## src/sv/uvs_div.sv

```systemverilog
`timescale 1ns / 1ps
module uvs_div #(
  parameter int unsigned QD = 17
) (
  input  logic                clk,
  input  logic                en,
  input  logic [10+QD:0]      num,
  input  logic [10:0]         den,
  output logic [QD-1:0]       quo
);

  // one quotient bit per stage, remainder always below den
  logic [10:0]   rem_q [1:QD];
  logic [QD-1:0] low_q [1:QD];
  logic [QD-1:0] quo_q [1:QD];

  for (genvar i = 0; i < QD; i++) begin : g_stage
    logic [10:0]   rem_cur;
    logic [QD-1:0] low_cur;
    logic [QD-1:0] quo_cur;
    logic [11:0]   trial;
    logic          ge;

    if (i == 0) begin : g_first
      assign rem_cur = num[10+QD:QD];
      assign low_cur = num[QD-1:0];
      assign quo_cur = '0;
    end else begin : g_next
      assign rem_cur = rem_q[i];
      assign low_cur = low_q[i];
      assign quo_cur = quo_q[i];
    end

    assign trial = {rem_cur, low_cur[QD-1]};
    assign ge    = trial >= {1'b0, den};

    always_ff @(posedge clk) begin
      if (en) begin
        rem_q[i+1] <= ge ? 11'(trial - {1'b0, den}) : trial[10:0];
        low_q[i+1] <= {low_cur[QD-2:0], 1'b0};
        quo_q[i+1] <= {quo_cur[QD-2:0], ge};
      end
    end
  end

  assign quo = quo_q[QD];

endmodule

```

## config.mk

```make
export PLATFORM = sky130hd
export DESIGN_NAME = uvs_div
export DESIGN_NICKNAME = d
export VERILOG_FILES = /design/src/sv/uvs_div.sv
export SDC_FILE = /design/constraint.sdc
export NUM_CORES = 1
export LEC_CHECK = 0
export BUFFER_PORTS_ARGS = -buffer_cell sky130_fd_sc_hd__buf_2
export CORE_MARGIN = 4
export CORE_UTILIZATION = 55
export CTS_BUF_LIST = sky130_fd_sc_hd__clkbuf_2
export CTS_CLUSTER_DIAMETER = 200
export DETAILED_ROUTE_END_ITERATION = 7
export HOLD_SLACK_MARGIN = 0.02
export PLACE_DENSITY = 0.72
export SYNTH_ARGS = -nofsm -noshare
export SYNTH_HDL_FRONTEND = slang
export SYNTH_SLANG_ARGS = --single-unit
```

## constraint.sdc

```tcl
create_clock -name clk -period 3.6 [get_ports clk]
set_input_delay 0.9 -clock clk [delete_from_list [all_inputs] [get_ports clk]]
set_output_delay 0.9 -clock clk [all_outputs]
set_load 0.01 [all_outputs]
```

# Word-level counts from Yosys, hierarchy flattened
# Memories as Yosys holds them, arrays and structs flattened.
# Cells that the tools add are included.
# W data, S select, Z words.
word_totals:
  n_memories: 3
  word_cells: 56
  ff_bits: 0
  ram_bits: 748
  output_inout_bits: 17
  inputBits: 41
mem_list:
  columns: ["name", "depth", "width", "read_ports", "rd_clocked_by_memory_dff", "write_ports", "line_no", "source"]
  rows:
  - ["quo_q", 17, 17, 17, 0, 17, "15", "logic [QD-1:0] quo_q [1:QD];"]
  - ["low_q", 17, 16, 16, 0, 17, "14", "logic [QD-1:0] low_q [1:QD];"]
  - ["rem_q", 17, 11, 16, 0, 17, "13", "logic [10:0] rem_q [1:QD];"]
op_classes:
  mux: 19
  magnitude_cmp: 17
  n_addsub: 17
ops:
  columns: ["op", "count"]
  rows:
  - ["$ge A12 B11 Y1", 17]
  - ["$mux W11", 17]
  - ["$sub A11 B11 Y11", 17]
  - ["$mux W1", 2]

# Longest topological paths before layout
# Gate-level depths: netlist of run 1.
# An unclocked memory read counts as a cell.
depth:
  word_depth: 3
  ltp_mapped: 11
  mapped_depth_nobuf: 10

# Worst setup path after synthesis of run 1
# No wires, ideal clock.
synth_timing:
  path_kind: "in2reg"
  start: "in den[2]"
  end: "reg rem_q[0][14] (netlist name)"
  path_buffers: 1
  t_arrival_ps: 2877
  required_ps: 3340
  setup_slack_ps: 462
  setup_time_ps: 260
  cell_stages: 10
  cell_sequence: "inv_1 ha_1 nor2b_1 o21ai_2 nand2_1 a41oi_1 o21bai_1 a41o_1 buf_6 mux2_4"
synth_rtl:
  columns: ["item", "line_no", "source"]
  rows:
  - ["from (decl)", "8", "input logic [10:0] den,"]

==> results by group, run 1 <==
Setup path
  – Stages on worst setup path: 10
  – Max FO, Critical Path: 10
  – Worst reg2reg endpoint: rem_q[0][57]
  – Type of the setup path with the least slack: reg2reg
  – Data required time at the worst endpoint: about 4.5 ns
  – Flop2flop setup slack: ~0.51 ns
  – List of cells traversed by the critical path: inv_1, ha_1, fa_1, nor2b_1, o21ai_1, nand2b_2, a41o_1, a21oi_1, o31ai_2, mux2_2
  – Start of the worst register-to-register path: low_q[0][79]
  – Worst reg-to-reg path cell count: 10
  – Cell class contributing the biggest share of worst-path delay: compound AO/OA/AOI/OAI gates
  – Delay of the slowest cell on the worst path: 0.94 ns
  – Critical path endpoint category: flip-flop
  – Startpoint Class: flip-flop
  – Master of the slowest instance on the critical path: o31ai_2
  – Worst path bufs/invs: 1
  – Critical path data arrival time: 3.96 ns

Yosys
  – Post-synthesis instance area: 24,500 um2
  – Synth unique cells: 68
  – Proportion of synthesized flip-flops having asynchronous set or reset: 0
  – FF+latch count, synth: 465
  – Synthesized netlist net count: about 2,000
  – Gate Count Post-Synth: 1,788
  – Post-Syn Area per Cell: around 14 um2
  – Sequential share of the synthesized area: 0.569
  – Library cell occupying the most area in the post-synthesis netlist: edfxtp_1
  – Syn. warnings: 0
  – Yosys top cell area share: 0.569
  – Dominant register cell in the synthesized netlist: edfxtp_1
  – EDFF count, synth: around 470
  – Main area contributors after synthesis: edfxtp_1, ha_1, mux2_4, xnor2_1, a21oi_1

Run status
  – Result of the run: complete, no violations

Clock tree
  – Library cell used as clock root buffer: clkbuf_2
  – # H-tree levels: 3
  – Clock edge transition at the registers on the reported setup and hold paths: ~0.11 ns
  – Clock sink count: 465
  – Clk buf depth: 3
  – Number of buffers created by CTS: 115
  – Post-cts sizing count: 0
  – Insertion delay to the later sink of the worst-skew pair: 1.13 ns
  – TritonCTS clock tree: yes

Timing
  – Max Freq: 323 MHz
  – Tmin final: about 3.1 ns
  – Hold Violations, Final: 0
  – Max-slew violation total from the final report: 0
  – Worst hold margin: 0.298 ns
  – Portion of the clock cycle consumed by the worst path in the final layout: 0.859
  – Total negative slack for setup checks: 0 ns
  – Final-report setup violation count: 0
  – Slew at the pin closest to its max-slew limit: around 1.1 ns
  – Worst slew margin relative to its limit: 0.245
  – Worst Clk Skew: 0.0827 ns
  – Setup repair after global routing missed its margin: no

Layout
  – Fraction of layout cells with a size suffix above 1: 0.224
  – Final non-filler cell total: 2,730
  – Final-stage net count: 2,300
  – Area growth from synthesis to final layout: 12.6%
  – Final design instance area without fill: 27,600 um2

GRT
  – Overall fraction of global-route tracks in use: 0.203
  – Met1 usage in global routing: 0.254
  – Number of antenna violations at the first check in global routing: 1
  – Via count of the first global-routing pass: 15,750
  – Busiest grt layer: met2
  – Global-route wire length before repair: 77,800 um
  – Fraction of met3 tracks used by global routing: 0.0381
  – Global Route met2 Usage: 0.340
  – Largest net degree at the start of global routing: between 70 and 80
  – Leftover overflow at the end of global routing: 0

Floorplan
  – Height of the die: between 200 and 250 um
  – Total die area: roughly 48,000 um2
  – Site Rows: 77
  – Width of the die: between 200 and 250 um
  – Num ports: 58
  – Starting density of the core: 0.556
  – Core footprint: 44,100 um2

Pwr
  – Power, Total: 22.1 mW
  – Max rail drop VDD: 0.375 mV
  – Total power divided by cell area: 798 nW/um2
  – Static leakage power: about 11 nW

Run
  – Number of max-cap violations: 0

Min path
  – Worst Hold End: low_q[0][74]
  – Min-Delay Startpoint: en
  – Number of instances on the worst hold path: 1
  – Tightest Hold Check Type: in2reg

Place
  – Detailed placer's ending HPWL: ~33,000 um
  – Routability congestion estimate from global placement: 0.869
  – Post-detailed-placement cell area: 26,300 um2
  – Port bufs: 57
  – Placed Cells: 2,504

Routing
  – Via count of the routed design: 15,301
  – Antenna-violating nets left: 0
  – Via/cell ratio: 5.60
  – Routed wirelength normalized by instance count: ~17 um
  – Total wire length after detailed routing: 47,200 um
  – DR DRC count: 0
  – Router iterations before antenna repair: 5
  – Starting DRT DRC Count: between 900 and 1,000
-- cell type report --
class / instances / area (um2)
Antenna cell: 1 / 2.50
Clock buffer: 151 / 756
Clock inverter: 47 / 272
Fill cell: 3436 / 16500
Inverter: 81 / 304
Multi-Input combinational cell: 1220 / 10100
Sequential cell: 465 / 14000
Tap cell: 592 / 741
Timing Repair Buffer: 173 / 1520
-- worst max-delay path by stage --
stage	start	slack, ns	end
after floorplan	den[2]	0.46	rem_q[0][14]
after global placement	den[0]	-0.05	rem_q[0][57]
after detailed placement	den[0]	-0.17	rem_q[0][57]
after CTS	low_q[0][79]	0.49	rem_q[0][57]
after global routing	low_q[0][79]	0.36	rem_q[0][57]
final	low_q[0][79]	0.51	rem_q[0][57]
-- cells by family (layout without fill, tap and decap cells) --
kind of cell,after synthesis,count (layout),synth area share
flip-flops,465,465,0.569
other,0,1,0
AND/OR/NAND/NOR,340,340,0.0663
buffers and inverters,103,452,0.0202
adder cells (fa/ha/maj),203,203,0.108
multiplexers,168,168,0.0904
AO/OA/AOI/OAI,405,405,0.109
XOR/XNOR,104,104,0.0371
-- worst reg2reg max path, delay by kind of cell, from the launching register on --
| family | cells | cell delay (ns) |
|---|---|---|
| DFF | 1 | 0.33 |
| muxes | 1 | 0.44 |
| buffers and inverters | 1 | 0.05 |
| and+or+nand+nor | 2 | 0.22 |
| adders and majority gates | 2 | 0.58 |
| AOI/OAI and AO/OA | 4 | 1.23 |
-- synthesized netlist by cell type, drive strengths merged, types with 12 or more instances --
cell / number
nor2: 89
mux2i: 33
nor3: 14
a21o: 32
a21oi: 134
buf: 16
nand3: 20
nand2: 115
nor2b: 30
mux2: 135
o211ai: 22
nand3b: 12
a41o: 15
xor2: 19
nand2b: 19
ha: 187
edfxtp: 465
o21ai: 102
a211oi: 15
fa: 16
xnor2: 85
nand4: 15
inv: 81
-- flip-flops by register name, summed over array words and instances (netlist names) --
name / flops
low_q: 136
rem_q: 176
quo_q: 153
-- per-layer routing --
layer	wire length (um)	vias up
met3	2000	120
met5	0	-
met4	1800	0
met2	23100	371
li1	-	7491
met1	20300	7319
-- power by group --
| group | internal, mW | total [mW] | switching [mW] |
|---|---|---|---|
| combinational | 5.44 | 10.2 | 4.74 |
| sequential | 7.81 | 8.45 | 0.646 |
| clock | 1.33 | 3.44 | 2.11 |
| total | 14.6 | 22.1 | 7.50 |
-- through the flow --
stage,setup WS (ns),util
after floorplan,0.462,-
after global placement,-0.0527,0.597
after detailed placement,-0.174,0.597
after CTS,0.491,0.627
after global routing,0.361,0.627
final,0.506,0.627
-- layout by cell type (no fill, tap or decap), types with 11 or more instances in the layout --
cell type,synthesis,routed
edfxtp_1,465,465
ha_1,187,187
clkbuf_2,0,151
a21oi_1,130,130
nand2_1,113,113
mux2_4,98,98
nor2_1,89,89
xnor2_1,85,85
inv_1,81,81
o21ai_0,80,80
buf_4,1,66
buf_2,1,56
mux2i_1,33,33
a21o_1,32,32
mux2_2,32,32
nor2b_1,29,29
clkinv_1,0,28
dlygate4sd3_1,0,27
buf_12,0,23
o211ai_1,22,22
nand3_1,20,20
xor2_1,19,19
fa_1,16,16
a41o_1,15,15
a211oi_1,15,15
nand4_1,15,15
nand2b_1,14,14
nor3_1,14,14
nand3b_1,12,12
o21ai_1,11,11
-- repair_timing --
action	in CTS	in global routing
endpoints found under the hold margin	27	0
buffers inserted	0	0
hold buffers	27	0
No activity file was read; power rests on OpenSTA's default activity.
==> run 2, diff against run 1 <==
Settings changed: CORE_UTILIZATION 55 to 57, GPL_TIMING_DRIVEN set to 0, PLACE_DENSITY 0.72 to 0.78.
Clock period 3.6 ns to 2.6 ns, I/O delays scaled along.
==> run 2 against run 1 <==
The run now ends with setup timing left. Clock power is 38% higher. Non-clock buffer count is 11 higher. Combinational power increased by 48%. Worst setup slack lost 0.57 ns. Die area decreased by 3.4%. Global-route usage shrank 0.21 points. Sequential cell count unchanged. Register-to-register slack worse by 0.56 ns. Critical endpoint is now rem_q[0][20]. Highest routed layer unchanged.
==> results by group, run 2 (synthesis results as in run 1) <==
Run status
  – Result of the run: finished with violations
  – Failing checks: setup timing

Place
  – Post-placement setup slack: -1.92 ns (-1.74 ns)
  – Routability congestion estimate from global placement: 0.851 (-2.1%)
  – Detailed placer's ending HPWL: 29,400 um (-10%)
  – Port bufs: 57 (unchanged)

Floorplan
  – Core footprint: 42,200 um2 (-4.3%)
  – Starting density of the core: 0.581 (+0.0250)
  – Total die area: 46,500 um2 (-3.4%)
  – Num ports: 58 (unchanged)
  – Site Rows: 75 (-2.6%)
  – Width of the die: 216 um (-1.7%)
  – Height of the die: 216 um (-1.7%)

GRT
  – Leftover overflow at the end of global routing: 0 (unchanged)
  – Largest net degree at the start of global routing: 135 (+71%)
  – Via count of the first global-routing pass: 15,415 (-2.1%)
  – Overall fraction of global-route tracks in use: 0.200 (-0.00214)
  – Number of antenna violations at the first check in global routing: 1 (unchanged)
  – Global-route wire length before repair: 75,700 um (-2.8%)

Routing
  – Starting DRT DRC Count: 1,147 (+15%)
  – Via/cell ratio: 5.78 (+3.2%)
  – Via count of the routed design: 15,514 (+1.4%)
  – DR DRC count: 0 (unchanged)
  – Antenna-violating nets left: 0 (unchanged)
  – Router iterations before antenna repair: 5 (unchanged)
  – Routed wirelength normalized by instance count: 17.7 um (+2.5%)
  – Total wire length after detailed routing: 47,500 um (+0.67%)

Setup path
  – Critical path endpoint category: flip-flop
  – Max FO, Critical Path: 17 (+7)
  – Startpoint Class: input port
  – Type of the setup path with the least slack: in2reg
  – Data required time at the worst endpoint: 3.39 ns (-1.08 ns)
  – Critical path data arrival time: 3.46 ns (-0.50 ns)

Clock tree
  – # H-tree levels: 3 (unchanged)
  – Clock sink count: 465 (unchanged)
  – Clk buf depth: 3 (unchanged)
  – Insertion delay to the later sink of the worst-skew pair: 1.11 ns (-0.02 ns)
  – Library cell used as clock root buffer: clkbuf_2
  – TritonCTS clock tree: yes
  – Clock edge transition at the registers on the reported setup and hold paths: 0.11 ns (about the same)
  – Number of buffers created by CTS: 115 (unchanged)

Pwr
  – Int Power: 20.7 mW (+42%)
  – Max rail drop VDD: 0.495 mV (+32%)
  – Proportion of power drawn by combinational gates: 0.480 (+0.019)
  – Share of total power in sequential cells: 0.369 (-0.014)
  – Switching power as a share of total power: 0.343 (+0.00290)
  – Clock share of power: 0.151 (-0.005)
  – Static leakage power: 11.2 nW (-0.47%)
  – Total power divided by cell area: 1130 nW/um2 (+42%)
  – Switching power of the nets: 10.8 mW (+44%)

Min path
  – Tightest Hold Check Type: in2reg

Layout
  – Most frequent cells in the layout: edfxtp_1, ha_1, clkbuf_2, a21oi_1, nand2_1
  – Register name with the most flops: rem_q
  – Area growth from synthesis to final layout: 13.1%
  – Utilization of the core after routing: 0.658 (+0.0311)
  – Area of the multi-input gates: 10,300 um2 (+2.1%)
  – Flip-flop count of the largest register after layout: 176 (unchanged)
  – Fill cell total of the finished layout: 3,047 (-11%)
  – Top Registers: rem_q: 176 flops, quo_q: 153 flops, low_q: 136 flops
  – Most frequent standard cell in the layout excluding fill and tap cells: edfxtp_1
  – Final-stage net count: 2,311 (+0.48%)
  – Seq. cell area: 14,000 um2 (unchanged)
  – Fraction of layout cells with a size suffix above 1: 0.248 (+0.0238)

Timing
  – Tmin final: 2.67 ns
  – Portion of the clock cycle consumed by the worst path in the final layout: 1.03
  – Max Freq: 375 MHz
  – Hold Violations, Final: 0 (unchanged)
  – Slew at the pin closest to its max-slew limit: 1.19 ns (+0.0676 ns)
  – Final-report setup violation count: 15 (+15)
  – Setup repair after global routing missed its margin: yes
  – Crit path setup slack, layout: -0.0684 ns (-0.575 ns)
  – Max-slew violation total from the final report: 0 (unchanged)
  – Worst slew margin relative to its limit: 0.204 (-0.0415)
  – Worst Clk Skew: 0.0792 ns (-0.00342 ns)

Run
  – Number of max-cap violations: 0 (unchanged)
run 2: changes by cell type in the layout (fill, tap and decap cells not counted), sizes merged:
cell / change
buf: +4
bufinv: +1
clkbuf: +10
clkinv: -8
clkinvlp: +6
dlygate4sd3: +1
inv: -9
run 2: worst paths after layout:
check / start / endpoint / slack, ns / cells past startpoint
setup reg to reg: low_q[0][255] / rem_q[0][179] / -0.05 / 11
hold / removal: num[27] / rem_q[0][13] / 0.16 / 4
setup / recovery: den[3] / rem_q[0][20] / -0.07 / 10
hold reg to reg: low_q[0][34] / low_q[0][51] / 0.37 / 0
run 2: metrics by stage:
stage                TNS, ns  power [mW]  hold WS [ns]  instances  cell area [um2]
finish                -0.457        31.5         0.163       2682            27800
global route           -3.14        33.7        0.0737       2682            27800
CTS                        0        31.0        0.0638       2645            27300
detailed placement   -329.51        25.4         0.405       2388            25600
global placement    -2985.51        24.9         0.400       2384            25500
floorplan             -27.50        22.7         0.400       1788            24600
run 2: metal layers:
layer / vias up / routed length, um / track usage
met5: - / 0 / 0
li1: 7508 / - / -
met2: 435 / 23400 / 0.339
met1: 7446 / 20100 / 0.254
met3: 125 / 2430 / 0.0385
met4: 0 / 1500 / 0.0880
run 2: worst max-delay path, cell delays in order:
cell and delay, ns:
buf_2 0.10, inv_1 0.85, ha_1 0.45, o21ai_2 0.09, nand2_1 0.13, a41oi_1 0.27, o21bai_1 0.12, a41o_2 0.31
buf_6 0.18, mux2_4 0.30
run 2: what timing repair did:
item	CTS	global route
gates resized for setup	24	63
pin swaps	14	22
buffers inserted	32	32
cloned	5	4
endpoints found under the setup margin	188	153
hold buffers	28	0
endpoints found under the hold margin	69	0
run 2: power groups by stage:
stage	combinational [mW]	clock, mW	sequential [mW]
after detailed placement	13.7	0	11.8
after CTS	14.3	5.00	11.6
after global placement	13.1	0	11.8
after floorplan	11.2	0	11.4
after global routing	16.5	5.41	11.8
final	15.1	4.75	11.6
run 2: layout make-up:
cell class / instances / area share
Sequential cell: 465 / 0.503
Multi-Input combinational cell: 1220 / 0.371
Timing Repair Buffer: 162 / 0.0468
Clock buffer: 155 / 0.0279
Tap cell: 539 / 0.0243
Inverter: 81 / 0.0116
Clock inverter: 37 / 0.00838
Buffer: 22 / 0.00730
Antenna cell: 1 / 0.0000901
